--- src/hdl/tcpd_pkg.sv ---
`timescale 1ns / 1ps
// ----------------------------------------------------------------------------
// tcpd_pkg
// Shared types and constants of the tunnel packet deframer.
// ----------------------------------------------------------------------------
package tcpd_pkg;

    // Register map (index = byte address / 4)
    localparam int CFG_ADDR_BITS = 5;
    localparam logic [2:0] REG_END_NORMAL = 3'd0;
    localparam logic [2:0] REG_END_ERROR  = 3'd1;
    localparam logic [2:0] REG_FRAGMENT   = 3'd2;
    localparam logic [2:0] REG_TC_SEND    = 3'd3;
    localparam logic [2:0] REG_TC_GOT     = 3'd4;

    localparam logic [7:0] RST_END_NORMAL = 8'd0;
    localparam logic [7:0] RST_END_ERROR  = 8'd1;
    localparam logic [7:0] RST_FRAGMENT   = 8'd2;
    localparam logic [7:0] RST_TC_SEND    = 8'd48;
    localparam logic [7:0] RST_TC_GOT     = 8'd49;

    // Frame header
    localparam int         HEADER_BYTES = 12;
    localparam logic [3:0] HDR_LAST     = 4'(HEADER_BYTES - 1);
    localparam logic [3:0] HDR_LEN_FIRST = 4'd2;

    // Error codes
    localparam logic [1:0] ERR_NONE     = 2'd0;
    localparam logic [1:0] ERR_BAD_FLAG = 2'd1;
    localparam logic [1:0] ERR_LENGTH   = 2'd2;

    typedef struct packed {
        logic [7:0] end_normal;
        logic [7:0] end_error;
        logic [7:0] fragment;
        logic [7:0] tc_send;
        logic [7:0] tc_got;
    } cfg_t;

    typedef struct packed {
        logic       has_byte;
        logic [7:0] payload_byte;
        logic       packet_done;
        logic       end_kind;
        logic [1:0] error_code;
    } result_t;

endpackage

--- src/hdl/tcp_tunnel_packet_deframer.sv ---
`timescale 1ns / 1ps
// ----------------------------------------------------------------------------
// tcp_tunnel_packet_deframer
// Deframes a length-prefixed tunnel byte stream into packet data bytes.
// ----------------------------------------------------------------------------
// Usage:
//   Input channel (in_valid / in_stall / stream_byte) takes one stream byte
//   per item. Output channel (out_valid / out_stall) delivers result items:
//   a data byte, a packet end with its kind, or an error code. Time-code
//   bytes and all header bytes but the last produce no item.
//   Throughput: one byte per cycle, sustained, while the output drains.
//   Each result is stored in the output register, or in the skid stage while
//   the receiver stalls; the parser state update is a single pass per byte.
//   When the receiver stalls, one result is held in the output register and
//   one more in the skid stage; in_stall rises only once both are full.
//   Reset clears the parser to the start of a header, empties the output
//   buffer and loads the default flag codes (0, 1, 2, 48, 49).
//   Flag codes are APB registers at byte addresses 0, 4, 8, 12, 16; write
//   them only while the block is idle.
// ----------------------------------------------------------------------------
module tcp_tunnel_packet_deframer #(
    parameter int LENGTH_BITS = 32
) (
    input  logic                                clk,
    input  logic                                rst_n,
    input  logic                                psel,
    input  logic                                penable,
    input  logic                                pwrite,
    input  logic [tcpd_pkg::CFG_ADDR_BITS-1:0]  paddr,
    input  logic [31:0]                         pwdata,
    output logic [31:0]                         prdata,
    output logic                                pready,
    input  logic                                in_valid,
    output logic                                in_stall,
    input  logic [7:0]                          stream_byte,
    output logic                                out_valid,
    input  logic                                out_stall,
    output logic                                has_byte,
    output logic [7:0]                          payload_byte,
    output logic                                packet_done,
    output logic                                end_kind,
    output logic [1:0]                          error_code
);
    import tcpd_pkg::*;

    cfg_t    cfg;
    logic    acc;
    logic    res_valid;
    result_t res;
    logic    buf_full;
    result_t out_data;

    assign in_stall = buf_full;
    assign acc      = in_valid && !buf_full;

    tcpd_cfg u_cfg (
        .clk     (clk),
        .rst_n   (rst_n),
        .psel    (psel),
        .penable (penable),
        .pwrite  (pwrite),
        .paddr   (paddr),
        .pwdata  (pwdata),
        .prdata  (prdata),
        .pready  (pready),
        .cfg     (cfg)
    );

    tcpd_core #(
        .LENGTH_BITS (LENGTH_BITS)
    ) u_core (
        .clk         (clk),
        .rst_n       (rst_n),
        .cfg         (cfg),
        .acc         (acc),
        .stream_byte (stream_byte),
        .res_valid   (res_valid),
        .res         (res)
    );

    tcpd_outbuf u_outbuf (
        .clk       (clk),
        .rst_n     (rst_n),
        .push      (acc && res_valid),
        .push_data (res),
        .full      (buf_full),
        .out_valid (out_valid),
        .out_stall (out_stall),
        .out_data  (out_data)
    );

    assign has_byte     = out_data.has_byte;
    assign payload_byte = out_data.payload_byte;
    assign packet_done  = out_data.packet_done;
    assign end_kind     = out_data.end_kind;
    assign error_code   = out_data.error_code;

endmodule

--- src/hdl/tcpd_cfg.sv ---
`timescale 1ns / 1ps
// ----------------------------------------------------------------------------
// tcpd_cfg
// Flag code registers behind an APB-style write/read port.
// ----------------------------------------------------------------------------
module tcpd_cfg (
    input  logic                                clk,
    input  logic                                rst_n,
    input  logic                                psel,
    input  logic                                penable,
    input  logic                                pwrite,
    input  logic [tcpd_pkg::CFG_ADDR_BITS-1:0]  paddr,
    input  logic [31:0]                         pwdata,
    output logic [31:0]                         prdata,
    output logic                                pready,
    output tcpd_pkg::cfg_t                      cfg
);
    import tcpd_pkg::*;

    cfg_t       cfg_reg;
    cfg_t       cfg_next;
    logic [2:0] reg_idx;
    logic       wr_en;
    logic [7:0] rd_val;

    assign pready  = 1'b1;
    assign reg_idx = paddr[CFG_ADDR_BITS-1:2];
    assign wr_en   = psel && penable && pwrite;

    always_comb
    begin
        cfg_next = cfg_reg;
        if (wr_en)
        begin
            case (reg_idx)
                REG_END_NORMAL: cfg_next.end_normal = pwdata[7:0];
                REG_END_ERROR:  cfg_next.end_error  = pwdata[7:0];
                REG_FRAGMENT:   cfg_next.fragment   = pwdata[7:0];
                REG_TC_SEND:    cfg_next.tc_send    = pwdata[7:0];
                REG_TC_GOT:     cfg_next.tc_got     = pwdata[7:0];
                default:        cfg_next = cfg_reg;
            endcase
        end
    end

    always_comb
    begin
        case (reg_idx)
            REG_END_NORMAL: rd_val = cfg_reg.end_normal;
            REG_END_ERROR:  rd_val = cfg_reg.end_error;
            REG_FRAGMENT:   rd_val = cfg_reg.fragment;
            REG_TC_SEND:    rd_val = cfg_reg.tc_send;
            REG_TC_GOT:     rd_val = cfg_reg.tc_got;
            default:        rd_val = 8'd0;
        endcase
    end

    assign prdata = {24'd0, rd_val};
    assign cfg    = cfg_reg;

    always_ff @(posedge clk or negedge rst_n)
    begin
        if (!rst_n)
        begin
            cfg_reg.end_normal <= RST_END_NORMAL;
            cfg_reg.end_error  <= RST_END_ERROR;
            cfg_reg.fragment   <= RST_FRAGMENT;
            cfg_reg.tc_send    <= RST_TC_SEND;
            cfg_reg.tc_got     <= RST_TC_GOT;
        end
        else
        begin
            cfg_reg <= cfg_next;
        end
    end

endmodule

--- src/hdl/tcpd_core.sv ---
`timescale 1ns / 1ps
// ----------------------------------------------------------------------------
// tcpd_core
// Frame parser: header, payload and time-code phases, one byte per cycle unless the input stalls.
// ----------------------------------------------------------------------------
module tcpd_core #(
    parameter int LENGTH_BITS = 32
) (
    input  logic                clk,
    input  logic                rst_n,
    input  tcpd_pkg::cfg_t      cfg,
    input  logic                acc,
    input  logic [7:0]          stream_byte,
    output logic                res_valid,
    output tcpd_pkg::result_t   res
);
    import tcpd_pkg::*;

    localparam logic [1:0] PH_HEADER  = 2'd0;
    localparam logic [1:0] PH_PAYLOAD = 2'd1;
    localparam logic [1:0] PH_CONTROL = 2'd2;

    logic [1:0]             phase_reg,     phase_next;
    logic [3:0]             hdr_idx_reg,   hdr_idx_next;
    logic [7:0]             flag_reg,      flag_next;
    logic [LENGTH_BITS-1:0] left_reg,      left_next;
    logic                   nonempty_reg,  nonempty_next;
    logic                   ovf_reg,       ovf_next;
    logic                   ctl_idx_reg,   ctl_idx_next;

    logic [7:0]             flag_w;
    logic [LENGTH_BITS-1:0] left_w;
    logic [LENGTH_BITS-1:0] left_dec;
    logic [LENGTH_BITS+7:0] left_shift;
    logic                   ovf_w;
    logic                   final_w;
    logic                   normal_w;
    logic                   data_w;
    logic                   tc_w;
    logic                   in_header;

    assign left_dec   = left_reg - LENGTH_BITS'(1);
    assign left_shift = {left_reg, stream_byte};
    assign in_header  = (phase_reg != PH_PAYLOAD) && (phase_reg != PH_CONTROL);

    always_comb
    begin
        phase_next    = phase_reg;
        hdr_idx_next  = hdr_idx_reg;
        flag_next     = flag_reg;
        left_next     = left_reg;
        nonempty_next = nonempty_reg;
        ovf_next      = ovf_reg;
        ctl_idx_next  = ctl_idx_reg;
        res_valid     = 1'b0;
        res           = '0;

        // header byte view of the frame fields; mid-frame, decode the stored flag
        flag_w = flag_reg;
        left_w = left_reg;
        ovf_w  = ovf_reg;
        if (in_header && hdr_idx_reg == 4'd0)
        begin
            flag_w = stream_byte;
            left_w = '0;
            ovf_w  = 1'b0;
        end
        else if (in_header && hdr_idx_reg >= HDR_LEN_FIRST)
        begin
            if (left_reg[LENGTH_BITS-1 -: 8] != 8'd0)
            begin
                ovf_w = 1'b1;
            end
            left_w = left_shift[LENGTH_BITS-1:0];
        end

        normal_w = (flag_w == cfg.end_normal);
        final_w  = normal_w || (flag_w == cfg.end_error);
        data_w   = final_w || (flag_w == cfg.fragment);
        tc_w     = (flag_w == cfg.tc_send) || (flag_w == cfg.tc_got);

        unique case (phase_reg)
            PH_PAYLOAD:
            begin
                nonempty_next    = 1'b1;
                left_next        = left_dec;
                res_valid        = 1'b1;
                res.has_byte     = 1'b1;
                res.payload_byte = stream_byte;
                if (left_dec == '0)
                begin
                    phase_next = PH_HEADER;
                    if (final_w)
                    begin
                        res.packet_done = 1'b1;
                        res.end_kind    = !normal_w;
                        nonempty_next   = 1'b0;
                    end
                end
            end
            PH_CONTROL:
            begin
                ctl_idx_next = !ctl_idx_reg;
                if (ctl_idx_reg)
                begin
                    phase_next = PH_HEADER;
                end
            end
            default:
            begin
                phase_next = PH_HEADER;
                flag_next  = flag_w;
                left_next  = left_w;
                ovf_next   = ovf_w;
                if (hdr_idx_reg < HDR_LAST)
                begin
                    hdr_idx_next = hdr_idx_reg + 4'd1;
                end
                else
                begin
                    hdr_idx_next = 4'd0;
                    if (data_w)
                    begin
                        if (ovf_w)
                        begin
                            // drop the packet in progress, resync on next header
                            nonempty_next  = 1'b0;
                            left_next      = '0;
                            ovf_next       = 1'b0;
                            res_valid      = 1'b1;
                            res.error_code = ERR_LENGTH;
                        end
                        else if (left_w != '0)
                        begin
                            phase_next = PH_PAYLOAD;
                        end
                        else if (final_w && nonempty_reg)
                        begin
                            nonempty_next   = 1'b0;
                            res_valid       = 1'b1;
                            res.packet_done = 1'b1;
                            res.end_kind    = !normal_w;
                        end
                    end
                    else
                    begin
                        left_next = '0;
                        ovf_next  = 1'b0;
                        if (tc_w)
                        begin
                            phase_next   = PH_CONTROL;
                            ctl_idx_next = 1'b0;
                        end
                        else
                        begin
                            nonempty_next  = 1'b0;
                            res_valid      = 1'b1;
                            res.error_code = ERR_BAD_FLAG;
                        end
                    end
                end
            end
        endcase
    end

    always_ff @(posedge clk or negedge rst_n)
    begin
        if (!rst_n)
        begin
            phase_reg    <= PH_HEADER;
            hdr_idx_reg  <= 4'd0;
            flag_reg     <= 8'd0;
            left_reg     <= '0;
            nonempty_reg <= 1'b0;
            ovf_reg      <= 1'b0;
            ctl_idx_reg  <= 1'b0;
        end
        else if (acc)
        begin
            phase_reg    <= phase_next;
            hdr_idx_reg  <= hdr_idx_next;
            flag_reg     <= flag_next;
            left_reg     <= left_next;
            nonempty_reg <= nonempty_next;
            ovf_reg      <= ovf_next;
            ctl_idx_reg  <= ctl_idx_next;
        end
    end

`ifndef ASSERT_OFF
    a_hdr_idx_range: assert property (@(posedge clk) disable iff (!rst_n)
        hdr_idx_reg <= HDR_LAST)
        else $error("header index past last header byte");

    a_payload_nonzero: assert property (@(posedge clk) disable iff (!rst_n)
        (phase_reg == PH_PAYLOAD) |-> (left_reg != '0))
        else $error("payload phase with no bytes left");

    a_payload_emits: assert property (@(posedge clk) disable iff (!rst_n)
        (acc && phase_reg == PH_PAYLOAD) |-> (res_valid && res.has_byte))
        else $error("payload item produced no data byte");

    a_control_silent: assert property (@(posedge clk) disable iff (!rst_n)
        (acc && phase_reg == PH_CONTROL) |-> !res_valid)
        else $error("time-code byte produced a result");
`endif

endmodule

--- src/hdl/tcpd_outbuf.sv ---
`timescale 1ns / 1ps
// ----------------------------------------------------------------------------
// tcpd_outbuf
// Result register with one skid stage between parser and output channel.
// ----------------------------------------------------------------------------
module tcpd_outbuf (
    input  logic                clk,
    input  logic                rst_n,
    input  logic                push,
    input  tcpd_pkg::result_t   push_data,
    output logic                full,
    output logic                out_valid,
    input  logic                out_stall,
    output tcpd_pkg::result_t   out_data
);
    import tcpd_pkg::*;

    logic    out_valid_reg,  out_valid_next;
    result_t out_data_reg,   out_data_next;
    logic    skid_valid_reg, skid_valid_next;
    result_t skid_data_reg,  skid_data_next;
    logic    take;

    assign take = out_valid_reg && !out_stall;

    always_comb
    begin
        out_valid_next  = out_valid_reg;
        out_data_next   = out_data_reg;
        skid_valid_next = skid_valid_reg;
        skid_data_next  = skid_data_reg;
        if (take || !out_valid_reg)
        begin
            // output slot frees: refill from skid first to keep order
            if (skid_valid_reg)
            begin
                out_valid_next  = 1'b1;
                out_data_next   = skid_data_reg;
                skid_valid_next = push;
                skid_data_next  = push_data;
            end
            else
            begin
                out_valid_next = push;
                out_data_next  = push_data;
            end
        end
        else if (push)
        begin
            skid_valid_next = 1'b1;
            skid_data_next  = push_data;
        end
    end

    always_ff @(posedge clk or negedge rst_n)
    begin
        if (!rst_n)
        begin
            out_valid_reg  <= 1'b0;
            skid_valid_reg <= 1'b0;
        end
        else
        begin
            out_valid_reg  <= out_valid_next;
            skid_valid_reg <= skid_valid_next;
        end
    end

    always_ff @(posedge clk)
    begin
        out_data_reg  <= out_data_next;
        skid_data_reg <= skid_data_next;
    end

    assign full      = skid_valid_reg;
    assign out_valid = out_valid_reg;
    assign out_data  = out_data_reg;

`ifndef ASSERT_OFF
    a_skid_behind_out: assert property (@(posedge clk) disable iff (!rst_n)
        skid_valid_reg |-> out_valid_reg)
        else $error("skid stage holds an item ahead of the output register");

    a_no_push_when_full: assert property (@(posedge clk) disable iff (!rst_n)
        push |-> !skid_valid_reg)
        else $error("item pushed into a full buffer");
`endif

endmodule

--- config.mk ---
export PLATFORM = sky130hd
export DESIGN_NAME = tcp_tunnel_packet_deframer
export DESIGN_NICKNAME = d
export VERILOG_FILES = /design/src/hdl/tcpd_pkg.sv /design/src/hdl/tcp_tunnel_packet_deframer.sv /design/src/hdl/tcpd_cfg.sv /design/src/hdl/tcpd_core.sv /design/src/hdl/tcpd_outbuf.sv
export SDC_FILE = /design/constraint.sdc
export NUM_CORES = 1
export LEC_CHECK = 0
export ABC_CLOCK_PERIOD_IN_PS = 4600
export BUFFER_PORTS_ARGS = -buffer_cell sky130_fd_sc_hd__buf_4
export CAP_MARGIN = 25
export CORE_AREA = 5 5 174 143
export DETAILED_ROUTE_END_ITERATION = 8
export DIE_AREA = 0 0 179 148
export PLACE_DENSITY = 0.58
export SLEW_MARGIN = 10
export SYNTH_ARGS = -nofsm -noshare
export SYNTH_HDL_FRONTEND = slang
export SYNTH_HIERARCHICAL = 1
export SYNTH_SLANG_ARGS = --single-unit
export TNS_END_PERCENT = 20
--- constraint.sdc ---
create_clock -name clk -period 4.6 [get_ports clk]
set_clock_uncertainty 0.2 [all_clocks]
set_input_delay 0.23 -clock clk [delete_from_list [all_inputs] [get_ports clk]]
set_output_delay 0.23 -clock clk [all_outputs]
set_load 0.1 [all_outputs]
Yosys cells after proc, flatten, opt, wreduce, memory -nomap -nowiden:

Cells that the tools add are included.

* add/sub/neg operators: 2
* multipliers: 0
* div/mod/pow operators: 0
* order comparisons: 2
* equality and inequality tests: 22
* shift operators: 0
* muxes and demuxes: 62
* bitwise gates (word level): 3
* reduce and logical (&&, ||, !) cells: 37

Operators with widths (count)
* $mux W32: 5
* $pmux W32 S2: 1
* $mux W13: 4
* $eq A8 B8 Y1: 5
* $pmux W8 S5: 1
* $logic_not A32 Y1: 1
* $reduce_bool A32 Y1: 1
* $sub A32 B1 Y32 const B: 1
* $mux W2: 15
* $mux W1: 27
* $reduce_and A2 Y1: 8
* $logic_and A1 B1 Y1: 9
* $mux W9: 1
* $mux W4: 2
* $mux W8: 1
* $ne A2 B1 Y1 const B: 4
* $ne A2 B2 Y1 const B: 4
* $ne A4 B3 Y1 const B: 2
* $pmux W2 S2: 2
* $reduce_bool A8 Y1: 1
* $eq A3 B2 Y1 const B: 2
* $pmux W1 S2: 3
* $reduce_and A6 Y1: 1
* $logic_not A1 Y1: 5
* 16 further kinds: 22

* register bits: 117
* latch bits: 0
* RAM bits: 0
* bits in read-only memories: 0
* input bits: 52
* output and inout bits: 48
* memories kept: 0

Longest topological paths before layout:

Gate-level depths: netlist (run 1).

* word-level depth: 16
* gate-level depth with buffers: 17
* mapped depth without buffers: 14

By module:

Netlist (run 1), hierarchy kept.

By module, submodules not included
* tcpd_core: times used 1, cells each 622, area an instance 4685.7 µm²
* tcpd_cfg: times used 1, cells each 160, area an instance 2115.8 µm²
* tcpd_outbuf: times used 1, cells each 49, area an instance 1071.0 µm²
* tcp_tunnel_packet_deframer: times used 1, cells each 2, area an instance 15.0 µm²

Worst setup path before layout (run 1):

No wires, ideal clock.

* path type: register to register
* from: register u_core.phase_reg[1]
* to: register u_outbuf/skid_data_reg[0] (netlist name) (enable)
* setup time: 0.280 ns
* arrival time: 3.325 ns
* data required time: 4.120 ns
* setup slack: 0.794 ns
* cell stages (with the launch flop): 13
* buffers on the path: 2
* cells stage by stage: dfrtp_1 > ha_1 > clkbuf_1 > nor4bb_1 > clkbuf_1 > nand2_1 > a311o_1 > or4_4 > a21boi_1 > a21oi_1 > mux2_2 > and3b_1 > mux2_2

* longest elaborated chain between the ends: 16
* elaborated cells between the ends (all ways): 32

Ends and longest elaborated chain
* start: declaration: line tcpd_core.sv:23 `logic [1:0] phase_reg, phase_next;`
* start signal: assignment: line tcpd_core.sv:180 `phase_reg <= phase_next;`
* $ne A2 B1 Y1 or $ne A2 B2 Y1 (tied branches): line tcpd_core.sv:44 `assign in_header = (phase_reg != PH_PAYLOAD) && (phase_reg != PH_CONTROL);`
* $logic_and A1 B1 Y1: line tcpd_core.sv:44
* $logic_and A1 B1 Y1: line tcpd_core.sv:62 `if (in_header && hdr_idx_reg == 4'd0)`
* $mux W8: line tcpd_core.sv:62
* $eq A8 B8 Y1, on equally long branches: line tcpd_core.sv:77, tcpd_core.sv:78
* $logic_or A1 B1 Y1: line tcpd_core.sv:78 `final_w = normal_w || (flag_w == cfg.end_error);`
* $logic_and A1 B1 Y1: line tcpd_core.sv:137 `else if (final_w && nonempty_reg)`
* $mux W1: line tcpd_core.sv:137
* $mux W1: line tcpd_core.sv:133 `else if (left_w != '0)`
* $mux W1: line tcpd_core.sv:124 `if (ovf_w)`
* $mux W1: line tcpd_core.sv:122 `if (data_w)`
* $mux W1: line tcpd_core.sv:115 `if (hdr_idx_reg < HDR_LAST)`
* $pmux W1 S2 *: line tcpd_core.sv:82 `unique case (phase_reg)`
* via res_valid: line tcp_tunnel_packet_deframer.sv:48 `logic res_valid;`
* $logic_and A1 B1 Y1 *: line tcp_tunnel_packet_deframer.sv:84 `.push (acc && res_valid),`
* $reduce_bool A2 Y1 (no line) *
* $reduce_and A2 Y1 (no line) *
* end signal: assignment: line tcpd_outbuf.sv:72 `skid_data_reg <= skid_data_next;`
* end: declaration: line tcpd_outbuf.sv:21 `result_t skid_data_reg, skid_data_next;`

Mark *: on every way through the listed nets, which the timed path passes. The rest lies on a longest branch.
A chain may end at the register's enable or synchronous reset.

==> results of run 1 <==
## logic make-up after synthesis
kind of cell    share of synthesized area (%)
flops                                    38.9
compound gates                           15.4
other cells                            0.0952
mux                                      14.7
simple gates                             17.7
xor+xnor                                 4.55
fa+ha+maj                                1.11
buf+inv                                  7.66
## synthesized netlist by cell type (all sizes together) (5+ instances only)
master   n  area share, %
a31oi    7           0.56
o211ai   5           0.48
a222oi   6           0.76
a21o     5           0.57
xor2    18            2.0
nor2b    9           0.71
mux2i   38            4.9
or2      7           0.56
a21oi   39            2.5
ha       7            1.1
inv     36            1.7
edfxtp  26            9.9
nand4   10           0.79
o22ai    9           0.71
mux2    66            9.8
dfstp    7            2.3
buf     42            4.0
dfrtp   84             27
nor3    30            1.9
o21ai   60            3.8
nor3b    5           0.76
a221o    9            1.1
nor4    21            1.7
nand2   65            3.1
clkbuf  41            2.0
o221ai   9            1.0
nor2    58            2.8
or3      7           0.56
xnor2   23            2.6
nand3   12           0.76
a221oi   5           0.56
or4      9            1.0
## power groups by stage
stage	Clock, mW	Sequential [mW]	Combinational [mW]
CTS	1.32	1.80	2.30
finish	1.29	1.82	2.32
detailed placement	0	1.81	2.27
floorplan	0	1.78	1.68
global placement	0	1.81	2.25
global route	1.36	1.86	2.51
## routing by layer
metal | share of wire (%) | vias to the layer above | routed length (um)
li1 | - | 3119 | -
met1 | 48 | 3167 | 10900
met2 | 42 | 314 | 9500
met3 | 9.5 | 19 | 2160
met4 | 1.2 | 0 | 266
met5 | 0 | - | 0
## worst max-delay path, delay by kind of cell, from the launching register on
| family | cells | cell delay [ns] |
|---|---|---|
| compound gates | 2 | 0.43 |
| xor+xnor | 1 | 0.17 |
| fa+ha+maj | 1 | 0.30 |
| buf+inv | 2 | 0.29 |
| flops | 1 | 0.44 |
| mux | 1 | 0.22 |
| simple gates | 6 | 1.93 |
## final cells by class
type | count | area [um^2] | share of cell area [%]
repair buffers | 92 | 736 | 7.98
inverters | 36 | 135 | 1.47
well taps | 312 | 390 | 4.24
multi-input cells | 620 | 4320 | 46.8
clock inverters | 15 | 148 | 1.60
flip-flops and latches | 117 | 3070 | 33.3
clock buffers | 17 | 425 | 4.62
## timing repair
item	4_1_cts	5_1_grt
hold buffers	18	0
endpoints found under the setup margin	0	0
buffers inserted	0	0
endpoints found under the hold margin	98	0
## final timing paths
path                                          to                start
max in group asynchronous     u_core/left_reg[9]                rst_n
min in group asynchronous  u_core/hdr_idx_reg[2]                rst_n
min reg2reg                  u_core/nonempty_reg  u_core/nonempty_reg
min                           u_outbuf/out_valid             in_valid
max                         u_outbuf/out_data[2]   u_core/left_reg[0]
max reg2reg                 u_outbuf/out_data[2]   u_core/left_reg[0]
## through the flow
stage	utilization (%)	setup slack, ns	hold WS [ns]	area (um^2)	power, mW
final	40.1	0.481	0.0562	9220	5.43
after global routing	40.1	0.237	0.0633	9220	5.74
after CTS	40.1	0.519	0.0325	9220	5.42
after detailed placement	36.9	0.556	0.123	8460	4.08
after global placement	36.9	0.555	0.119	8460	4.07
after floorplan	-	0.794	-0.266	7970	3.45
==> summary.md, run 1 <==
| Metric | Value |
|---|---|
| Cts bufs inserted | 17 |
| First-pass GRT wire length | 36100 um |
| R2R setup slack | just under 0.5 ns |
| # resized after CTS | 0 |
| Layout cells sized above 1 | between 20% and 30% |
| Antenna violations before repair | 0 |
| Synth warn | 6 |
| Initial DRC Count | approximately 700 |
| Critical path, cell by cell | inv_1 -> ha_1 -> nor4b_1 -> nand2_1 -> or3_1 -> xor2_1 -> nand3_1 -> nor4_1 -> buf_4 -> o2111ai_2 -> o31ai_1 -> nor3b_1 -> mux2_4 |
| Clk pin slew, worst setup/hold paths | around 0.06 ns |
| Cell count after placement | between 1000 and 1500 |
| Final #Nets | roughly 940 |
| PD cells | ~590 mW/mm^2 |
| WL/cell | around 19 um |
| Global-route met3 utilization | about 4% |
| Most frequent cells in the layout | 84 x dfrtp_1, 74 x buf_4, 64 x nand2_1 |
| HP Class | primary input to flop |
| Critical setup path kind | flop to flop |
| All-layer global routing usage | between 10% and 20% |
| Post-route ant nets | 0 |
| Clock share of power | between 20% and 30% |
| GR Overflow Total | 0 |
| Grt met2 use | about a quarter |
| 1st-pass router iterations | 7 |
| Post-synthesis cell type count | 80 |
| # rows | 50 |
| Slew HR | approximately 45% |
| EDFF count, synth | 26 |
| Clock sink count | roughly 120 |
| CP peak stage delay | 0.56 ns |
| Leak pwr | between 3 and 4 nW |
| Diode count | 0 |
| Max Freq | around 240 MHz |
| Max reg flops | 40 |
| Worst-path fanout max | 7 |
| IO buf count | 48 |
| Max-Cap Viols | 0 |
| Root cell of the clock tree | clkbuf_16 |
| Syn Area/Cell | approximately 9.5 um^2 |
| Post-synthesis cell count | around 830 |
| Synth async-reset ratio | 77.8% |
| Skew-Pair Late Insertion Delay | 0.42 ns |
| Power Internal | approximately 3 mW |
| GPL Wtd Cong | 0.943 |
| Die Area | 0.0265 mm^2 |
| Outcome | completed |
| Vias in the first global route | around 6000 |
| Post-synthesis sequential area ratio | between 30% and 40% |
| # IOs | 100 |
| DRC viols | 0 |
| Mapped cell area | between 0.007 and 0.008 mm^2 |
| Area growth, synth to finish | 16.9% |
| Hold Vio Cnt, Final | 0 |
| Final Cycle Share | about nine tenths |
| H-tree depth | 4 |
| Reg2Reg Depth | 13 |
| Power share of the combinational group | between 40% and 50% |
| Clock Tree Buf Depth | 2 |
| Worst-margin pin slew | 0.826 ns |
| Post-Route WL | 22800 um |
| RSZ-0062 raised after global routing | no |
| Peak VDD IR | around 0.28 mV |
| Die W | 179 um |
| Switch share | between 40 and 50% |
| Met1 GRT Util | between 20% and 30% |
| Layout fillers | 2281 |
| Slowest library cell on the worst path | nor4b_1 |
| Pin count of the biggest net entering global routing | 54 |
| CP Launch Type | flop |
| Top FF cell, synth | dfrtp_1 |
| Avg Vias per Cell | around 5.5 |
| Max Slew Vio Count | 0 |
| Most common cell after layout, fill and taps aside | dfrtp_1 |
| Share of power burned in registers | between 30% and 40% |
| Setup violations, final | 0 |
| Initial Utilization | between 30 and 40% |
| Final Critical Period | a little over 4 ns |
| CTS tree | done |
| Worst EP required | about 4.7 ns |
| CP arrival | roughly 4.2 ns |
| GR peak layer | met1 |
| Die height | approximately 150 um |
| Final Non-Filler Cells | 1209 |
| Min-Delay Path Depth | 4 |
| Sw Pwr | 2.44 mW |
| CORE AREA | around 0.023 mm^2 |
| Final setup TNS | 0 ns |
| HPWL after DPL | 16400 um |
| CP Capture Type | flop |
| Vias | roughly 6600 |
| Register bit total from synthesis | between 100 and 150 |
No activity file was read; power rests on OpenSTA's default activity.
==> run 2: changes to the inputs <==
CORE_AREA = 5 5 176 144   (was 5 5 174 143)
DIE_AREA = 0 0 181 149   (was 0 0 179 148)
SYNTH_HIERARCHICAL = not set   (was 1)
==> summary.md, run 2 <==
| Metric | Value |
|---|---|
| Critical setup path kind | flop to flop |
| Clk pin slew, worst setup/hold paths | 0.06 ns |
| Initial Utilization | between 30 and 40% |
| Clock Tree Buf Depth | 2 |
| CP peak stage delay | ~0.75 ns |
| Top FF cell, synth | dfrtp_1 |
| Vias | roughly 7200 |
| Post-synthesis cell type count | 86 |
| CORE AREA | 0.0232 mm^2 |
| Buf/Inv on CP | 4 |
| Register bit total from synthesis | 117 |
| Layout fillers | between 2000 and 2500 |
| Initial DRC Count | roughly 770 |
| # rows | 50 |
| # resized after CTS | 0 |
| Worst setup path startpoint | u_core.phase_reg[0] |
| Avg Vias per Cell | roughly 5.7 |
| R2R setup slack | 0.57 ns |
| Finished Cell Area | ~0.0093 mm^2 |
| Root cell of the clock tree | clkbuf_16 |
| Most frequent cells in the layout | 84 x dfrtp_1, 82 x nand2_1, 72 x buf_4 |
| Die height | around 150 um |
| Final setup margin | approximately 0.57 ns |
| Setup WS pre-CTS | between 0.6 and 0.7 ns |
| Post-synthesis sequential area ratio | 38.3% |
| Post-Route WL | 24800 um |
| R2R Path End | u_core.left_reg[20] |
| Worst-path fanout max | 13 |
| EDFF count, synth | 26 |
| WL/cell | 19.9 um |
| HP Class | primary input to flop |
| 1st-pass router iterations | 7 |
| GR Overflow Total | 0 |
| Top cells by area, synth | dfrtp_1 26%, edfxtp_1 9.8%, mux2_2 6.9% |
| IO buf count | 48 |
| Leak pwr | between 3 and 4 nW |
| Crit-path most repeated cell | inv_1 |
| Synth async-reset ratio | between 70% and 80% |
| CP Capture Type | flop |
| CP Launch Type | flop |
| Critical path, cell by cell | inv_1 -> ha_1 -> nor4bb_4 -> buf_12 -> mux2i_1 -> o22ai_1 -> inv_1 -> a21oi_2 -> a31o_1 -> buf_4 -> nor3_2 -> a221o_1 |
| CTS tree | done |
| All-layer global routing usage | ~18% |
| HPWL after DPL | 17600 um |
| Most common cell after layout, fill and taps aside | dfrtp_1 |
| Max reg flops | 40 |
| Core utilization of the finished layout | about two fifths |
| Overall Power | approximately 5.8 mW |
| Area after DPL | roughly 0.0086 mm^2 |
| Top post-synthesis cells by count | 84 x dfrtp_1, 82 x nand2_1, 60 x o21ai_0 |
| Final Critical Period | about 4.0 ns |
| Layout cells sized above 1 | about a fifth |
| Multi-input gate area | 0.00444 mm^2 |
| Register Area | between 0.003 and 0.004 mm^2 |
| Setup violations, final | 0 |
| Max Freq | roughly 250 MHz |
| Pin count of the biggest net entering global routing | 53 |
| Most frequent cell after synthesis | dfrtp_1 |
| Outcome | completed |
| Vias in the first global route | between 6000 and 7000 |
| Peak VDD IR | a little over 0.3 mV |
| # IOs | 100 |
| PD cells | 618 mW/mm^2 |
| Post-route ant nets | 0 |
| Synth warn | 0 |
| Yosys top cell area share | a little over a quarter |
| GPL Wtd Cong | approximately 0.95 |
| H-tree depth | 4 |
| Post-synthesis cell count | slightly below 900 |
| RSZ-0062 raised after global routing | no |
| Reg2reg start | u_core.phase_reg[0] |
| First-pass GRT wire length | 39200 um |
| Syn Area/Cell | 9.10 um^2 |
| CP arrival | 4.14 ns |
| Final #Nets | between 900 and 1000 |
| Antenna violations before repair | 0 |
| Final setup TNS | 0 ns |
| Die Area | about 0.027 mm^2 |
| Worst path depth | 12 |
| Slew HR | about 31% |
| Setup bufs post-CTS | 0 |
| Skew-Pair Late Insertion Delay | approximately 0.43 ns |
| Max-Cap Viols | 0 |
| Reg2Reg Depth | 12 |
| Mapped cell area | 0.00800 mm^2 |
| Worst EP required | ~4.7 ns |
| DRC viols | 0 |
| Final Cycle Share | between 80% and 90% |
| Worst-margin pin slew | 1.01 ns |
| Area growth, synth to finish | 16.7% |
| Worst setup endpoint | u_core.left_reg[20] |
| Clock sink count | between 100 and 150 |
| Max Slew Vio Count | 0 |
| Diode count | 0 |
| Slowest library cell on the worst path | a31o_1 |
| Cts bufs inserted | 17 |
| Hold Vio Cnt, Final | 0 |
| Yosys top cell by area | dfrtp_1 |
| Die W | between 150 and 200 um |
| Delay-heaviest family, CP | compound AO/OA/AOI/OAI gates |
[run 2: cell types whose count changed after synthesis, moves of 6 or more]
cell | before | now
mux2i_1 | 37 | 16
nand2_1 | 64 | 82
o21ai_0 | 43 | 60
a22oi_1 | 3 | 17
o21ai_1 | 17 | 4
nand3_1 | 12 | 22
mux2_2 | 58 | 49
o31ai_1 | 2 | 11
mux2_4 | 8 | 0
xor2_1 | 18 | 25
nand4_1 | 10 | 16
[run 2: area by class of cell]
type	instances	area share, %
Multi-Input combinational cell	661	47.5
Sequential cell	117	32.8
Timing Repair Buffer	91	7.93
Clock buffer	19	4.86
Tap cell	312	4.18
Inverter	34	1.37
Clock inverter	13	1.31
[run 2: kinds of logic (layout without fill, tap and decap cells)]
logic type	after synthesis	after routing	share of synthesized area, %
compound gates	229	229	19.3
xor+xnor	45	45	4.93
fa+ha+maj	7	7	1.09
buf+inv	124	157	7.69
flops	117	117	38.3
mux	66	66	9.07
other cells	2	25	0.0939
simple gates	289	289	19.5
[run 2: layer usage]
layer  share of wire, %  global-route usage, %  up-vias
met4                1.3                   4.95        0
met1                 50                   29.3     3506
met5                  0                      0        -
met3                8.8                   3.85       35
li1                   -                      -     3286
met2                 40                   24.5      339
[run 2: worst reg2reg max path: stages, from the launching register on]
cell,delay (ns)
dfrtp_1,0.38
inv_1,0.06
ha_1,0.31
nor4bb_4,0.45
buf_12,0.21
mux2i_1,0.15
o22ai_1,0.27
inv_1,0.12
a21oi_2,0.33
a31o_1,0.75
buf_4,0.26
nor3_2,0.06
a221o_1,0.37
[run 2: worst min-delay path by stage]
stage / endpoint / slack (ns) / from / cells past startpoint
after floorplan: u_cfg.cfg[10] / -0.27 / rst_n / 0
after global placement: u_cfg.cfg[36] / 0.14 / rst_n / 1
after detailed placement: u_cfg.cfg[36] / 0.14 / rst_n / 1
after CTS: u_outbuf.full / 0.13 / out_stall / 4
after global routing: u_cfg.cfg[28] / 0.18 / paddr[4] / 3
final: u_outbuf.full / 0.15 / out_stall / 4
[run 2: what timing repair did]
item,4_1_cts,5_1_grt
setup endpoints to repair,0,0
hold endpoints to repair,102,0
hold buffers,18,0
[run 2: stage by stage]
step	instances	hold slack, ns
2_1_floorplan	902	-0.266
3_3_place_gp	1196	0.139
3_5_place_dp	1197	0.138
4_1_cts	1247	0.132
5_1_grt	1247	0.179
6_report	1247	0.151
[run 2: power by group]
part	leakage, nW	total (mW)	switching (mW)	internal (mW)
Sequential	1.41	1.88	0.543	1.34
Combinational	2.08	2.58	1.58	0.995
Clock	0.273	1.31	0.531	0.779
Total	3.77	5.77	2.66	3.11
==> run 3: changes to the inputs <==
ABC_CLOCK_PERIOD_IN_PS = 3300   (was 4600)
PLACE_DENSITY = 0.6   (was 0.58)
clock period = 3.3 ns   (was 4.6 ns; I/O delays follow)
==> summary.md, run 3 (synthesis results as in run 2) <==
| Metric | Value |
|---|---|
| Outcome | finished, violations left |
| Violated checks | setup timing |
| Register Area | around 0.003 mm^2 |
| Critical setup path kind | flop to flop |
| Vias in the first global route | 6880 |
| HP Class | primary input to flop |
| Setup violations, final | 31 |
| Post-Route WL | between 20000 and 30000 um |
| Reg2reg start | u_core.phase_reg[1] |
| DRC viols | 0 |
| Worst-margin pin slew | 0.949 ns |
| R2R setup slack | -0.18 ns |
| Diode count | 0 |
| Slew HR | between 30% and 40% |
| Pin count of the biggest net entering global routing | 56 |
| Slowest library cell on the worst path | dfrtp_1 |
| CORE AREA | around 0.023 mm^2 |
| Final Critical Period | roughly 3.5 ns |
| Layout cells sized above 1 | ~30% |
| Cell count after placement | between 1000 and 1500 |
| Area after DPL | around 0.0093 mm^2 |
| CTS tree | done |
| Vias | roughly 7500 |
| Worst hold path endpoint | u_outbuf.full |
| 1st-pass router iterations | 6 |
| Leak pwr | approximately 4.3 nW |
| IO buf count | 48 |
| Clk pin slew, worst setup/hold paths | about 0.06 ns |
| CP arrival | roughly 3.5 ns |
| Final setup margin | -0.177 ns |
| Worst EP required | between 3 and 4 ns |
| Post-route ant nets | 0 |
| RSZ-0062 raised after global routing | yes |
| First-pass GRT wire length | 40200 um |
| Final Cycle Share | 105% |
| Max-Cap Viols | 0 |
| Initial Utilization | around a third |
| Multi-input gate area | roughly 0.0047 mm^2 |
| Final Non-Filler Cells | between 1000 and 1500 |
| Die height | 149 um |
| Root cell of the clock tree | clkbuf_16 |
| PD cells | about 870 mW/mm^2 |
| Clock sink count | roughly 120 |
| HPWL after DPL | roughly 19000 um |
| Avg Vias per Cell | approximately 5.6 |
| Max Freq | about 290 MHz |
| R2R Path End | u_outbuf.skid_data_reg[6] |
| Crit-path most repeated cell | buf_4 |
| Finished Cell Area | 0.0103 mm^2 |
| CP Launch Type | flop |
| Cts bufs inserted | 17 |
| CP Capture Type | flop |
| Worst setup path startpoint | u_core.phase_reg[1] |
| Area growth, synth to finish | 28.7% |
| Clock Tree Buf Depth | 2 |
| Max Slew Vio Count | 0 |
| Min-Delay Path Depth | 4 |
| # rows | 50 |
| H-tree depth | 4 |
| Skew-Pair Late Insertion Delay | 0.43 ns |
| Max reg flops | 40 |
| Final #Nets | between 1000 and 1500 |
| Layout fillers | ~2200 |
| Hold Vio Cnt, Final | 0 |
| Hold_sp | out_stall |
| # IOs | 100 |
| Die Area | between 0.02 and 0.03 mm^2 |
| CP peak stage delay | between 0.4 and 0.5 ns |
| Most frequent cells in the layout | 151 x buf_4, 84 x dfrtp_1, 81 x nand2_1 |
| GPL Wtd Cong | between 0.9 and 1 |
| GR Overflow Total | 0 |
| Antenna violations before repair | 0 |
| Peak VDD IR | around 0.45 mV |
| Critical path, cell by cell | ha_4 -> nor4bb_4 -> buf_4 -> clkbuf_16 -> buf_4 -> mux2i_4 -> buf_4 -> o22ai_1 -> or3_1 -> a21boi_4 -> mux2i_4 -> o41ai_4 -> buf_4 -> clkbuf_16 |
| All-layer global routing usage | a little under a fifth |
| Reg2Reg Depth | 14 |
| Worst-path fanout max | 6 |
| Most common cell after layout, fill and taps aside | buf_4 |
| Die W | approximately 180 um |
| WL/cell | about 20 um |
| Initial DRC Count | about 900 |
==> run 3: area by class of cell <==
class | count | area share, %
clock buffer | 20 | 4.54
clock inverter | 12 | 0.936
inverter | 34 | 1.24
multi-input combinational | 661 | 45.7
sequential | 117 | 29.8
tap | 312 | 3.79
timing repair buffer | 176 | 14.0
==> run 3: critical path, delay by kind of cell, from the launching register on <==
| family | cells | cell delay, ns |
|---|---|---|
| buffers and inverters | 6 | 0.94 |
| AND/OR/NAND/NOR | 2 | 0.63 |
| multiplexers | 2 | 0.46 |
| flip-flops | 1 | 0.41 |
| AO/OA/AOI/OAI | 3 | 0.30 |
| adder cells (fa/ha/maj) | 1 | 0.28 |
==> run 3: through the flow <==
step	TNS, ns	worst slack (ns)	util [%]	total power, mW	hold WS, ns
finish	-2.71	-0.177	44.4	9.00	0.130
global placement	-0.723	-0.0516	39.9	6.79	0.0842
CTS	-1.79	-0.141	43.3	8.67	0.100
detailed placement	-1.27	-0.0887	39.9	6.81	0.0869
global route	-5.57	-0.252	44.4	9.50	0.148
floorplan	-1.45	-0.111	-	5.27	-0.331
==> run 3: worst max path at each step <==
stage                                      to  slack (ns)  cells past startpoint
detailed placement  u_outbuf.skid_data_reg[6]       -0.09                     13
floorplan           u_outbuf.skid_data_reg[0]       -0.11                     12
global placement    u_outbuf.skid_data_reg[5]       -0.05                     14
global route        u_outbuf.skid_data_reg[6]       -0.25                     15
finish              u_outbuf.skid_data_reg[6]       -0.18                     14
CTS                 u_outbuf.skid_data_reg[8]       -0.14                     14
==> run 3: report_power, final <==
group | switching, mW | internal [mW] | total, mW | leakage, nW
sequential | 0.509 | 1.87 | 2.38 | 1.41
clock | 0.739 | 1.03 | 1.77 | 0.264
combinational | 2.80 | 2.06 | 4.85 | 2.59
total | 4.05 | 4.96 | 9.00 | 4.27
==> run 3: metal layers <==
| metal | part of all wire, % | GRT usage, % | routed length (um) | up-vias |
|---|---|---|---|---|
| li1 | - | - | - | 3451 |
| met1 | 49 | 30.0 | 12600 | 3721 |
| met2 | 41 | 25.5 | 10800 | 322 |
| met3 | 8.6 | 3.71 | 2250 | 31 |
| met4 | 1.3 | 4.84 | 347 | 0 |
| met5 | 0 | 0 | 0 | - |
==> run 3: what timing repair did <==
action / 4_1_cts / 5_1_grt
resized for setup: 5 / 37
pin swaps: 0 / 11
gates cloned: 0 / 2
setup endpoints to repair: 27 / 51
hold buffers: 18 / 0
hold endpoints to repair: 102 / 0
buffers inserted: 1 / 5
